File: src/design/assert_macros.svh
// Assertion macros shared by the frame validator RTL.
// Depends on nothing; included by the modules that carry assertions.
`ifndef ASSERT_MACROS_SVH
`define ASSERT_MACROS_SVH

// Same-cycle implication, disabled while reset is asserted.
`define AST_IMPL(label, clk, rst_n, ante, cons) \
  label: assert property (@(posedge clk) disable iff (!rst_n) (ante) |-> (cons)) \
    else $error("assertion failed");

// Next-cycle implication, disabled while reset is asserted.
`define AST_NEXT(label, clk, rst_n, ante, cons) \
  label: assert property (@(posedge clk) disable iff (!rst_n) (ante) |=> (cons)) \
    else $error("assertion failed");

`endif

File: src/design/crcfv_pkg.sv
// Types, constants and the CRC-16 byte update for the frame validator.
// Depends on nothing; imported by every module of the block.
package crcfv_pkg;

  // Frame layout and sizing.
  localparam int HDR_LEN              = 16;
  localparam int FLEN_W               = 17;
  localparam int MAX_REPORT_BYTES_DEF = 64;
  localparam int OUT_LEN_W            = 7;

  // CRC-16/CCITT-FALSE constants.
  localparam logic [15:0] CRC_INIT = 16'hFFFF;
  localparam logic [15:0] CRC_POLY = 16'h1021;
  localparam logic [15:0] CRC_TOP  = 16'h8000;

  // Configuration port.
  localparam int CFG_IDX_W  = 8;
  localparam int CFG_DATA_W = 8;
  localparam logic [CFG_IDX_W-1:0] CFG_MAGIC_FIRST     = 8'd0;
  localparam logic [CFG_IDX_W-1:0] CFG_MAGIC_SECOND    = 8'd1;
  localparam logic [CFG_IDX_W-1:0] CFG_FORMAT_VERSION  = 8'd2;
  localparam logic [CFG_IDX_W-1:0] CFG_PADDING_ALLOWED = 8'd3;

  // Byte offsets within the 16-byte header.
  typedef enum logic [3:0] {
    OFF_MAGIC0, OFF_MAGIC1, OFF_VERSION, OFF_RSVD,
    OFF_ID0, OFF_ID1, OFF_ID2, OFF_ID3,
    OFF_NUM_LO, OFF_NUM_HI, OFF_TOT_LO, OFF_TOT_HI,
    OFF_LEN_LO, OFF_LEN_HI, OFF_CRC_LO, OFF_CRC_HI
  } hdr_off_t;

  typedef struct packed {
    logic [7:0] report_byte;
    logic       is_last;
  } in_word_t;

  typedef struct packed {
    logic                 frame_ok;
    logic [OUT_LEN_W-1:0] frame_bytes;
  } out_word_t;

  typedef struct packed {
    logic [7:0] magic_first;
    logic [7:0] magic_second;
    logic [7:0] format_version;
    logic       padding_allowed;
  } cfg_t;

  // One byte of CRC update, MSB first, unrolled into XOR logic.
  function automatic logic [15:0] crc16_byte(input logic [15:0] crc, input logic [7:0] b);
    logic [15:0] c;
    c = crc ^ {b, 8'h00};
    for (int k = 0; k < 8; k++) begin
      if ((c & CRC_TOP) != 16'h0000) begin
        c = {c[14:0], 1'b0} ^ CRC_POLY;
      end else begin
        c = {c[14:0], 1'b0};
      end
    end
    return c;
  endfunction

endpackage

File: src/design/crcfv_cfg_regs.sv
// Configuration register file of the frame validator.
// Depends on crcfv_pkg for the register indexes and cfg_t.
module crcfv_cfg_regs
  import crcfv_pkg::*;
(
  input  logic                  clk,
  input  logic                  rst_n,
  input  logic                  cfg_valid,
  output logic                  cfg_ready,
  input  logic [CFG_IDX_W-1:0]  cfg_index,
  input  logic [CFG_DATA_W-1:0] cfg_wdata,
  output cfg_t                  cfg
);

  cfg_t cfg_r;
  cfg_t cfg_nxt;

  // Writes are always accepted.
  assign cfg_ready = 1'b1;
  assign cfg       = cfg_r;

  // Decode the register index; unknown indexes are dropped.
  always_comb begin
    cfg_nxt = cfg_r;
    if (cfg_valid) begin
      unique case (cfg_index)
        CFG_MAGIC_FIRST:     cfg_nxt.magic_first     = cfg_wdata;
        CFG_MAGIC_SECOND:    cfg_nxt.magic_second    = cfg_wdata;
        CFG_FORMAT_VERSION:  cfg_nxt.format_version  = cfg_wdata;
        CFG_PADDING_ALLOWED: cfg_nxt.padding_allowed = cfg_wdata[0];
        default:             cfg_nxt = cfg_r;
      endcase
    end
  end

  always_ff @(posedge clk) begin
    if (!rst_n) begin
      cfg_r <= '0;
    end else begin
      cfg_r <= cfg_nxt;
    end
  end

endmodule

File: src/design/crcfv_in_stage.sv
// Input register of the frame validator: holds one accepted word.
// Depends on crcfv_pkg for in_word_t.
module crcfv_in_stage
  import crcfv_pkg::*;
(
  input  logic     clk,
  input  logic     rst_n,
  input  logic     in_valid,
  output logic     in_ready,
  input  in_word_t in_data,
  output logic     vld,
  output in_word_t word,
  input  logic     take
);

  logic     vld_r;
  in_word_t word_r;

  // A new word enters when the register is empty or is being consumed.
  assign in_ready = !vld_r || take;
  assign vld      = vld_r;
  assign word     = word_r;

  always_ff @(posedge clk) begin
    if (!rst_n) begin
      vld_r <= 1'b0;
    end else if (in_valid && in_ready) begin
      vld_r <= 1'b1;
    end else if (take) begin
      vld_r <= 1'b0;
    end
  end

  always_ff @(posedge clk) begin
    if (in_valid && in_ready) begin
      word_r <= in_data;
    end
  end

  `include "assert_macros.svh"

  // The check stage only consumes a word that is actually held.
  `AST_IMPL(a_take_needs_word, clk, rst_n, take, vld_r)

endmodule

File: src/design/crcfv_check.sv
// Header decode, CRC update, frame verdict: a byte per cycle unless stalled.
// Depends on crcfv_pkg for types, header offsets and crc16_byte.
module crcfv_check
  import crcfv_pkg::*;
#(
  parameter int MAX_REPORT_BYTES = MAX_REPORT_BYTES_DEF
) (
  input  logic      clk,
  input  logic      rst_n,
  input  cfg_t      cfg,
  input  logic      vld,
  input  in_word_t  word,
  input  logic      out_can_take,
  output logic      take,
  output logic      res_load,
  output out_word_t res_word
);

  localparam int PW = $clog2(MAX_REPORT_BYTES + 2);
  localparam logic [PW-1:0] POS_SAT = PW'(MAX_REPORT_BYTES + 1);
  localparam logic [PW-1:0] POS_MAX = PW'(MAX_REPORT_BYTES);
  localparam logic [PW-1:0] POS_HDR = PW'(HDR_LEN);

  logic [PW-1:0] pos_r, pos_nxt;
  logic          hdr_good_r, hdr_good_nxt;
  logic          id_nz_r, id_nz_nxt;
  logic [15:0]   chunk_num_r, chunk_num_nxt;
  logic [15:0]   chunk_tot_r, chunk_tot_nxt;
  logic [15:0]   pay_size_r, pay_size_nxt;
  logic [15:0]   crc_exp_r, crc_exp_nxt;
  logic [15:0]   crc_run_r, crc_run_nxt;
  logic          tail_zero_r, tail_zero_nxt;

  logic [7:0]        b;
  logic [FLEN_W-1:0] frame_len;
  logic [FLEN_W-1:0] len_ext;
  logic              ok;

  assign b = word.report_byte;

  // A word that ends a report waits until the result register can take it.
  assign take     = vld && (!word.is_last || out_can_take);
  assign res_load = take && word.is_last;

  // State update for the byte in the input register.
  always_comb begin
    pos_nxt       = pos_r;
    hdr_good_nxt  = hdr_good_r;
    id_nz_nxt     = id_nz_r;
    chunk_num_nxt = chunk_num_r;
    chunk_tot_nxt = chunk_tot_r;
    pay_size_nxt  = pay_size_r;
    crc_exp_nxt   = crc_exp_r;
    crc_run_nxt   = crc_run_r;
    tail_zero_nxt = tail_zero_r;

    if (pos_r < POS_HDR) begin
      unique case (hdr_off_t'(pos_r[3:0]))
        OFF_MAGIC0:  if (b != cfg.magic_first)    hdr_good_nxt = 1'b0;
        OFF_MAGIC1:  if (b != cfg.magic_second)   hdr_good_nxt = 1'b0;
        OFF_VERSION: if (b != cfg.format_version) hdr_good_nxt = 1'b0;
        OFF_RSVD:    if (b != 8'h00)              hdr_good_nxt = 1'b0;
        OFF_ID0, OFF_ID1, OFF_ID2, OFF_ID3: begin
          if (b != 8'h00) id_nz_nxt = 1'b1;
        end
        OFF_NUM_LO:  chunk_num_nxt = {chunk_num_r[15:8], b};
        OFF_NUM_HI:  chunk_num_nxt = {b, chunk_num_r[7:0]};
        OFF_TOT_LO:  chunk_tot_nxt = {chunk_tot_r[15:8], b};
        OFF_TOT_HI:  chunk_tot_nxt = {b, chunk_tot_r[7:0]};
        OFF_LEN_LO:  pay_size_nxt  = {pay_size_r[15:8], b};
        OFF_LEN_HI:  pay_size_nxt  = {b, pay_size_r[7:0]};
        OFF_CRC_LO:  crc_exp_nxt   = {crc_exp_r[15:8], b};
        OFF_CRC_HI:  crc_exp_nxt   = {b, crc_exp_r[7:0]};
        default:     hdr_good_nxt  = hdr_good_r;
      endcase
    end else if (FLEN_W'(pos_r) < (FLEN_W'(HDR_LEN) + FLEN_W'(pay_size_r))) begin
      crc_run_nxt = crc16_byte(crc_run_r, b);
    end else if (b != 8'h00) begin
      tail_zero_nxt = 1'b0;
    end

    // The byte counter saturates one past the longest legal report.
    if (pos_r < POS_SAT) begin
      pos_nxt = pos_r + PW'(1);
    end
  end

  // Verdict for a report that ends with this byte.
  assign frame_len = FLEN_W'(HDR_LEN) + FLEN_W'(pay_size_nxt);
  assign len_ext   = FLEN_W'(pos_nxt);

  always_comb begin
    ok = (pos_nxt >= POS_HDR) && (pos_nxt <= POS_MAX) &&
         hdr_good_nxt && id_nz_nxt && (chunk_tot_nxt != 16'h0000) &&
         (chunk_num_nxt < chunk_tot_nxt) && (frame_len <= len_ext) &&
         (cfg.padding_allowed || (frame_len == len_ext)) &&
         (crc_run_nxt == crc_exp_nxt) && tail_zero_nxt;
    res_word.frame_ok    = ok;
    res_word.frame_bytes = ok ? frame_len[OUT_LEN_W-1:0] : '0;
  end

  // Per-report state; cleared after the last byte of each report.
  always_ff @(posedge clk) begin
    if (!rst_n || (take && word.is_last)) begin
      pos_r       <= '0;
      hdr_good_r  <= 1'b1;
      id_nz_r     <= 1'b0;
      chunk_num_r <= '0;
      chunk_tot_r <= '0;
      pay_size_r  <= '0;
      crc_exp_r   <= '0;
      crc_run_r   <= CRC_INIT;
      tail_zero_r <= 1'b1;
    end else if (take) begin
      pos_r       <= pos_nxt;
      hdr_good_r  <= hdr_good_nxt;
      id_nz_r     <= id_nz_nxt;
      chunk_num_r <= chunk_num_nxt;
      chunk_tot_r <= chunk_tot_nxt;
      pay_size_r  <= pay_size_nxt;
      crc_exp_r   <= crc_exp_nxt;
      crc_run_r   <= crc_run_nxt;
      tail_zero_r <= tail_zero_nxt;
    end
  end

  `include "assert_macros.svh"

  // The byte counter never runs past its saturation point.
  `AST_IMPL(a_pos_bound, clk, rst_n, 1'b1, pos_r <= POS_SAT)
  // The end of a report restarts the count and the CRC.
  `AST_NEXT(a_report_restart, clk, rst_n, res_load, (pos_r == '0) && (crc_run_r == CRC_INIT))
  // A passing verdict always reports at least a full header.
  `AST_IMPL(a_ok_len, clk, rst_n, res_load && res_word.frame_ok, frame_len >= FLEN_W'(HDR_LEN))

endmodule

File: src/design/crcfv_out_stage.sv
// Result register of the frame validator.
// Depends on crcfv_pkg for out_word_t.
module crcfv_out_stage
  import crcfv_pkg::*;
(
  input  logic      clk,
  input  logic      rst_n,
  input  logic      res_load,
  input  out_word_t res_word,
  output logic      out_can_take,
  output logic      out_valid,
  input  logic      out_ready,
  output out_word_t out_data
);

  logic      valid_r;
  out_word_t data_r;

  // Room for a new result when empty or when the held one leaves now.
  assign out_can_take = !valid_r || out_ready;
  assign out_valid    = valid_r;
  assign out_data     = data_r;

  always_ff @(posedge clk) begin
    if (!rst_n) begin
      valid_r <= 1'b0;
    end else if (res_load) begin
      valid_r <= 1'b1;
    end else if (out_ready) begin
      valid_r <= 1'b0;
    end
  end

  always_ff @(posedge clk) begin
    if (res_load) begin
      data_r <= res_word;
    end
  end

  `include "assert_macros.svh"

  // A result is never loaded over one that is still waiting.
  `AST_IMPL(a_no_overwrite, clk, rst_n, res_load, !valid_r || out_ready)

endmodule

File: src/design/crc_checked_frame_validator_core.sv
// Top level of the CRC-checked frame validator.
// Depends on crcfv_pkg and the cfg_regs, in_stage, check and out_stage modules.
//
//   Channel  Direction  Handshake              Word
//   in       input      in_valid / in_ready    in_data: report_byte, is_last
//   out      output     out_valid / out_ready  out_data: frame_ok, frame_bytes
//   cfg      input      cfg_valid / cfg_ready  cfg_index, cfg_wdata
//
// Throughput is one report byte per cycle unless an output stall holds a last byte;
// the last byte of a report passes the input register, its result the result register.
// The per-byte path is one unrolled 8-bit CRC update plus the verdict compares.
// Reset is synchronous and active low; no clearing pass is needed.
// A stall on the output holds only words that end a report; other bytes drain.
module crc_checked_frame_validator_core
  import crcfv_pkg::*;
#(
  parameter int MAX_REPORT_BYTES = MAX_REPORT_BYTES_DEF
) (
  input  logic                  clk,
  input  logic                  rst_n,
  input  logic                  in_valid,
  output logic                  in_ready,
  input  in_word_t              in_data,
  output logic                  out_valid,
  input  logic                  out_ready,
  output out_word_t             out_data,
  input  logic                  cfg_valid,
  output logic                  cfg_ready,
  input  logic [CFG_IDX_W-1:0]  cfg_index,
  input  logic [CFG_DATA_W-1:0] cfg_wdata
);

  cfg_t      cfg;
  logic      vld;
  in_word_t  word;
  logic      take;
  logic      out_can_take;
  logic      res_load;
  out_word_t res_word;

  crcfv_cfg_regs u_cfg (
    .clk       (clk),
    .rst_n     (rst_n),
    .cfg_valid (cfg_valid),
    .cfg_ready (cfg_ready),
    .cfg_index (cfg_index),
    .cfg_wdata (cfg_wdata),
    .cfg       (cfg)
  );

  crcfv_in_stage u_in (
    .clk      (clk),
    .rst_n    (rst_n),
    .in_valid (in_valid),
    .in_ready (in_ready),
    .in_data  (in_data),
    .vld      (vld),
    .word     (word),
    .take     (take)
  );

  crcfv_check #(
    .MAX_REPORT_BYTES (MAX_REPORT_BYTES)
  ) u_check (
    .clk          (clk),
    .rst_n        (rst_n),
    .cfg          (cfg),
    .vld          (vld),
    .word         (word),
    .out_can_take (out_can_take),
    .take         (take),
    .res_load     (res_load),
    .res_word     (res_word)
  );

  crcfv_out_stage u_out (
    .clk          (clk),
    .rst_n        (rst_n),
    .res_load     (res_load),
    .res_word     (res_word),
    .out_can_take (out_can_take),
    .out_valid    (out_valid),
    .out_ready    (out_ready),
    .out_data     (out_data)
  );

endmodule
File: config.mk
export PLATFORM = sky130hd
export DESIGN_NAME = crc_checked_frame_validator_core
export DESIGN_NICKNAME = d
export VERILOG_FILES = /design/src/design/crcfv_pkg.sv /design/src/design/crcfv_cfg_regs.sv /design/src/design/crcfv_in_stage.sv /design/src/design/crcfv_check.sv /design/src/design/crcfv_out_stage.sv /design/src/design/crc_checked_frame_validator_core.sv
export VERILOG_INCLUDE_DIRS = /design/src /design/src/design
export SDC_FILE = /design/constraint.sdc
export NUM_CORES = 1
export LEC_CHECK = 0
export BUFFER_PORTS_ARGS = -buffer_cell sky130_fd_sc_hd__buf_2
export CAP_MARGIN = 5
export CORE_UTILIZATION = 30
export DETAILED_ROUTE_END_ITERATION = 16
export HOLD_SLACK_MARGIN = 0.03
export PLACE_DENSITY = 0.45
export SETUP_SLACK_MARGIN = 0.1
export SLEW_MARGIN = 0
export SYNTH_ARGS = -nofsm -noshare
export SYNTH_HDL_FRONTEND = slang
export SYNTH_SLANG_ARGS = --single-unit
File: constraint.sdc
create_clock -name clk -period 5.1 [get_ports clk]
set_clock_uncertainty 0.05 [all_clocks]
set_input_delay 1.02 -clock clk [delete_from_list [all_inputs] [get_ports clk]]
set_output_delay 1.02 -clock clk [all_outputs]
set_load 0.01 [all_outputs]
==> flow_metrics.py <==
metrics = {
    "outcome": {
        "status": "completed",
    },
    "critical_path": {
        "cp_max_fo": 12,
        "critPathKind": "reg2reg",
        "worstRegToRegCells": 14,
        "cp.arrival_ns": 4.57,
        "worst-path-buf-inv": 2,
        "r2r-start": "u_check.pos_r[6]$_SDFFE_PP0P_",
        "rrSetupSlack_ns": 0.72,
        "crit_family": "simple AND/OR/NAND/NOR gates",
        "end_kind": "register",
        "worst-path-stages": 14,
        "cp.required_ns": 5.29,
        "cp_slowest_cell": "nor3_4",
        "startpoint": "u_check.pos_r[6]$_SDFFE_PP0P_",
        "reg2reg_to": "u_out.out_data[0]$_SDFFCE_PN0P_",
        "path_cells": "nor3_4, nand4b_1, a22oi_1, inv_1, ha_1, inv_1, xnor2_1, ha_1, a211oi_1, o211ai_1, nor3_1, o2111a_1, nand3_1, nor4_1",
        "crit_end": "u_out.out_data[0]$_SDFFCE_PN0P_",
        "startpoint_type": "register",
        "cpPeakStageDelay_ns": 0.48,
    },
    "floorplanning": {
        "rows": 60,
        "core_um2": 27000,
        "die_h_um": 168,
        "ios": 41,
        "start_util_pct": 30.5,
        "fp.dieW_um": 168,
        "die_area_um2": 28100,
    },
    "power": {
        "combPwrFrac_pct": 13.4,
        "powerDensity_nw_per_um2": 304,
        "p_int_mw": 1.98,
        "switching_share_pct": 30.1,
        "net-switching-power_mw": 0.854,
        "pwr-share-seq_pct": 40.2,
        "irDropWorstVdd_mv": 0.228,
        "pwr-share-clk_pct": 46.4,
        "p_leak_nw": 3.52,
    },
    "yosys": {
        "synth-compound-area-share_pct": 23.3,
        "post_synth_num_cell_types": 76,
        "synth-edff-count": 17,
        "synth.area.top_cells": "dfxtp_1 28%, edfxtp_1 6.2%, xnor2_1 5.9%, ha_1 5.0%, a211oi_1 4.0%",
        "netlist.area_leader.share_pct": 28.5,
        "yosys_register_bits": 134,
        "synth.avg_cell_area_um2": 8.60,
        "synth_cells": 956,
        "post_synth_xor_area_fraction_pct": 7.87,
        "async_reset_ff_share_pct": 0,
        "synthMuxAreaShare_pct": 4.03,
        "synth-simple-area-share_pct": 19.9,
        "ys_seq_area_share_pct": 34.7,
        "synth-adder-area-share_pct": 5.02,
        "yosys_warnings": 0,
        "synth_top_family_by_area": "compound AO/OA/AOI/OAI gates",
        "syn_area_um2": 8220,
        "syn_nets": 1019,
        "synth_top_cell_by_area": "dfxtp_1",
        "ys.flop_type": "dfxtp_1",
    },
    "global_route": {
        "antenna_found_initial": 0,
        "grt_pass1_vias": 6938,
        "grt-ovfl-total": 0,
        "grt_max_degree": 59,
        "grt_pass1_wl_um": 41500,
        "grt_usage_pct": 19.3,
    },
    "sta": {
        "slew_headroom_pct": 38.2,
        "max_freq_mhz": 228,
        "report.final.slew_viol_count": 0,
        "grt_setup_unrepaired": "no",
        "holdWs_ns": 0.398,
        "final-hold-violation-count": 0,
        "period_needed_ns": 4.38,
        "setup_violations": 0,
        "worst_pin_slew_ns": 0.925,
        "min_period_over_period_pct": 85.9,
        "tns_ns": 0,
    },
    "cts": {
        "cts_resized": 0,
        "cts_buffers": 17,
        "cts_sinks": 134,
        "cts-root-buf": "clkbuf_16",
        "clock_latency_ns": 0.44,
        "cts.path.max_buffers": 2,
        "clk_pin_slew_ns": 0.07,
        "cts_tree": "yes",
        "cts_setup_buffers": 0,
        "ctsHtreeMaxLevel": 4,
        "hold_buffers": 0,
    },
    "route": {
        "vias_per_cell": 5.44,
        "vias": 7151,
        "wl_per_cell_um": 20.0,
        "drt-pass1-iter-count": 4,
        "drc_errors": 0,
        "drt_wl_total_um": 26300,
        "antenna_left": 0,
        "drtIter0Drc": 527,
    },
    "final_layout": {
        "drive_gt1_share_pct": 12.1,
        "nNetsFinal": 1024,
        "antennaDiodeCount": 0,
        "syn2layout_area_growth_pct": 13.4,
    },
    "placement": {
        "io_buffers": 39,
        "gp_congestion": 0.884,
        "hpwl_um": 18800,
    },
    "job": {
        "maxCapViolations": 0,
    },
    "worst_hold_path": {
        "hold_class": "reg2reg",
    },
}
[metrics by stage]
| step | power, mW | setup WS [ns] | util, % | instance area (um^2) | instances |
|---|---|---|---|---|---|
| 2_1_floorplan | 1.41 | 1.22 | - | 8220 | 956 |
| 3_3_place_gp | 1.54 | 0.953 | 32.3 | 8720 | 1283 |
| 3_5_place_dp | 1.54 | 0.792 | 32.3 | 8720 | 1283 |
| 4_1_cts | 2.87 | 0.757 | 34.6 | 9330 | 1315 |
| 5_1_grt | 2.95 | 0.318 | 34.6 | 9330 | 1315 |
| 6_report | 2.84 | 0.718 | 34.6 | 9330 | 1315 |
[cells by family after synthesis]
family,after synthesis
AO/OA/AOI/OAI,255
XOR/XNOR,73
adder cells (fa/ha/maj),33
buffers and inverters,104
flip-flops,134
multiplexers,33
other,1
AND/OR/NAND/NOR,323
[registers in the layout (all words and copies together), names as in the netlist]
name	flops
u_in.vld	1
u_check.chunk_tot_r	16
u_check.pos_r	7
u_in.word	9
u_check.crc_exp_r	16
u_cfg.cfg	25
u_out.out_valid	1
u_check.pay_size_r	16
u_out.out_data	8
u_check.tail_zero_r	1
u_check.id_nz_r	1
u_check.hdr_good_r	1
u_check.crc_run_r	16
u_check.chunk_num_r	16
[metal layers]
layer / wire [um] / part of all wire (%) / vias up / track usage, %
met3: 715 / 2.7 / 31 / 2.69
met1: 13100 / 50 / 3443 / 26.2
met2: 11900 / 45 / 132 / 31.0
li1: - / - / 3545 / -
met4: 545 / 2.1 / 0 / 7.06
met5: 0 / 0 / - / 0
[worst reg2reg max path, delay by kind of cell, from the launching register on]
family / cells / cell delay, ns
xor gates and xnor gates: 1 / 0.17
AOI/OAI and AO/OA: 4 / 1.11
and+or+nand+nor: 5 / 1.63
buffers and inverters: 2 / 0.22
DFF: 1 / 0.47
adders and majority gates: 2 / 0.52
[synth_stat cells, drive strengths merged, types with 6 or more instances]
| cell type | number |
|---|---|
| edfxtp | 17 |
| buf | 19 |
| a32oi | 6 |
| and3 | 10 |
| nand2b | 8 |
| ha | 33 |
| xnor2 | 56 |
| a22oi | 37 |
| nor2b | 35 |
| nand3 | 22 |
| dfxtp | 117 |
| nand2 | 72 |
| a22o | 29 |
| a41oi | 8 |
| o211ai | 19 |
| nor3 | 19 |
| xor2 | 17 |
| o21ai | 18 |
| mux2i | 32 |
| a31oi | 8 |
| nand4 | 19 |
| nor4 | 19 |
| clkbuf | 61 |
| a211oi | 44 |
| nor2 | 87 |
| a21oi | 39 |
| and2 | 8 |
| inv | 24 |
[how the worst min path moves through the flow]
stage	startpoint	end	slack (ns)	cells past startpoint
after detailed placement	u_check.hdr_good_r$_SDFFE_PP1P_	u_check.hdr_good_r$_SDFFE_PP1P_	0.39	2
after global routing	u_check.chunk_num_r[13]$_SDFFE_PP0P_	u_check.chunk_num_r[13]$_SDFFE_PP0P_	0.42	2
after floorplan	u_check.hdr_good_r$_SDFFE_PP1P_	u_check.hdr_good_r$_SDFFE_PP1P_	0.37	2
after CTS	u_check.hdr_good_r$_SDFFE_PP1P_	u_check.hdr_good_r$_SDFFE_PP1P_	0.40	2
after global placement	u_check.hdr_good_r$_SDFFE_PP1P_	u_check.hdr_good_r$_SDFFE_PP1P_	0.38	2
final	u_check.hdr_good_r$_SDFFE_PP1P_	u_check.hdr_good_r$_SDFFE_PP1P_	0.40	2
[final cells by class]
cell class              count  area, um^2
well taps                 341         427
repair buffers             66         398
clock inverters            15         181
inverters                  24        90.1
clock buffers              17         425
multi-input cells         718        4950
flip-flops and latches    134        2850
fillers                  2779       17600
[cell usage in the layout (no fill, tap or decap), types with 19 or more instances in the layout]
| master | Yosys | final |
|---|---|---|
| o211ai_1 | 19 | 19 |
| a21oi_1 | 37 | 37 |
| buf_4 | 1 | 27 |
| xnor2_1 | 55 | 55 |
| nand4_1 | 19 | 19 |
| a22oi_1 | 36 | 36 |
| a22o_1 | 29 | 29 |
| a211oi_1 | 44 | 44 |
| mux2i_1 | 32 | 32 |
| inv_1 | 24 | 24 |
| nor2_1 | 87 | 87 |
| buf_2 | 8 | 39 |
| dfxtp_1 | 117 | 117 |
| nand3_1 | 22 | 22 |
| ha_1 | 33 | 33 |
| nand2_1 | 72 | 72 |
| nor2b_1 | 35 | 34 |
[power by group through the flow]
stage | combinational (mW) | clock, mW | sequential, mW
2_1_floorplan | 0.272 | 0 | 1.14
3_3_place_gp | 0.379 | 0 | 1.16
3_5_place_dp | 0.378 | 0 | 1.16
4_1_cts | 0.380 | 1.35 | 1.14
5_1_grt | 0.418 | 1.38 | 1.14
6_report | 0.379 | 1.32 | 1.14
Power figures use the tool's default switching activity.
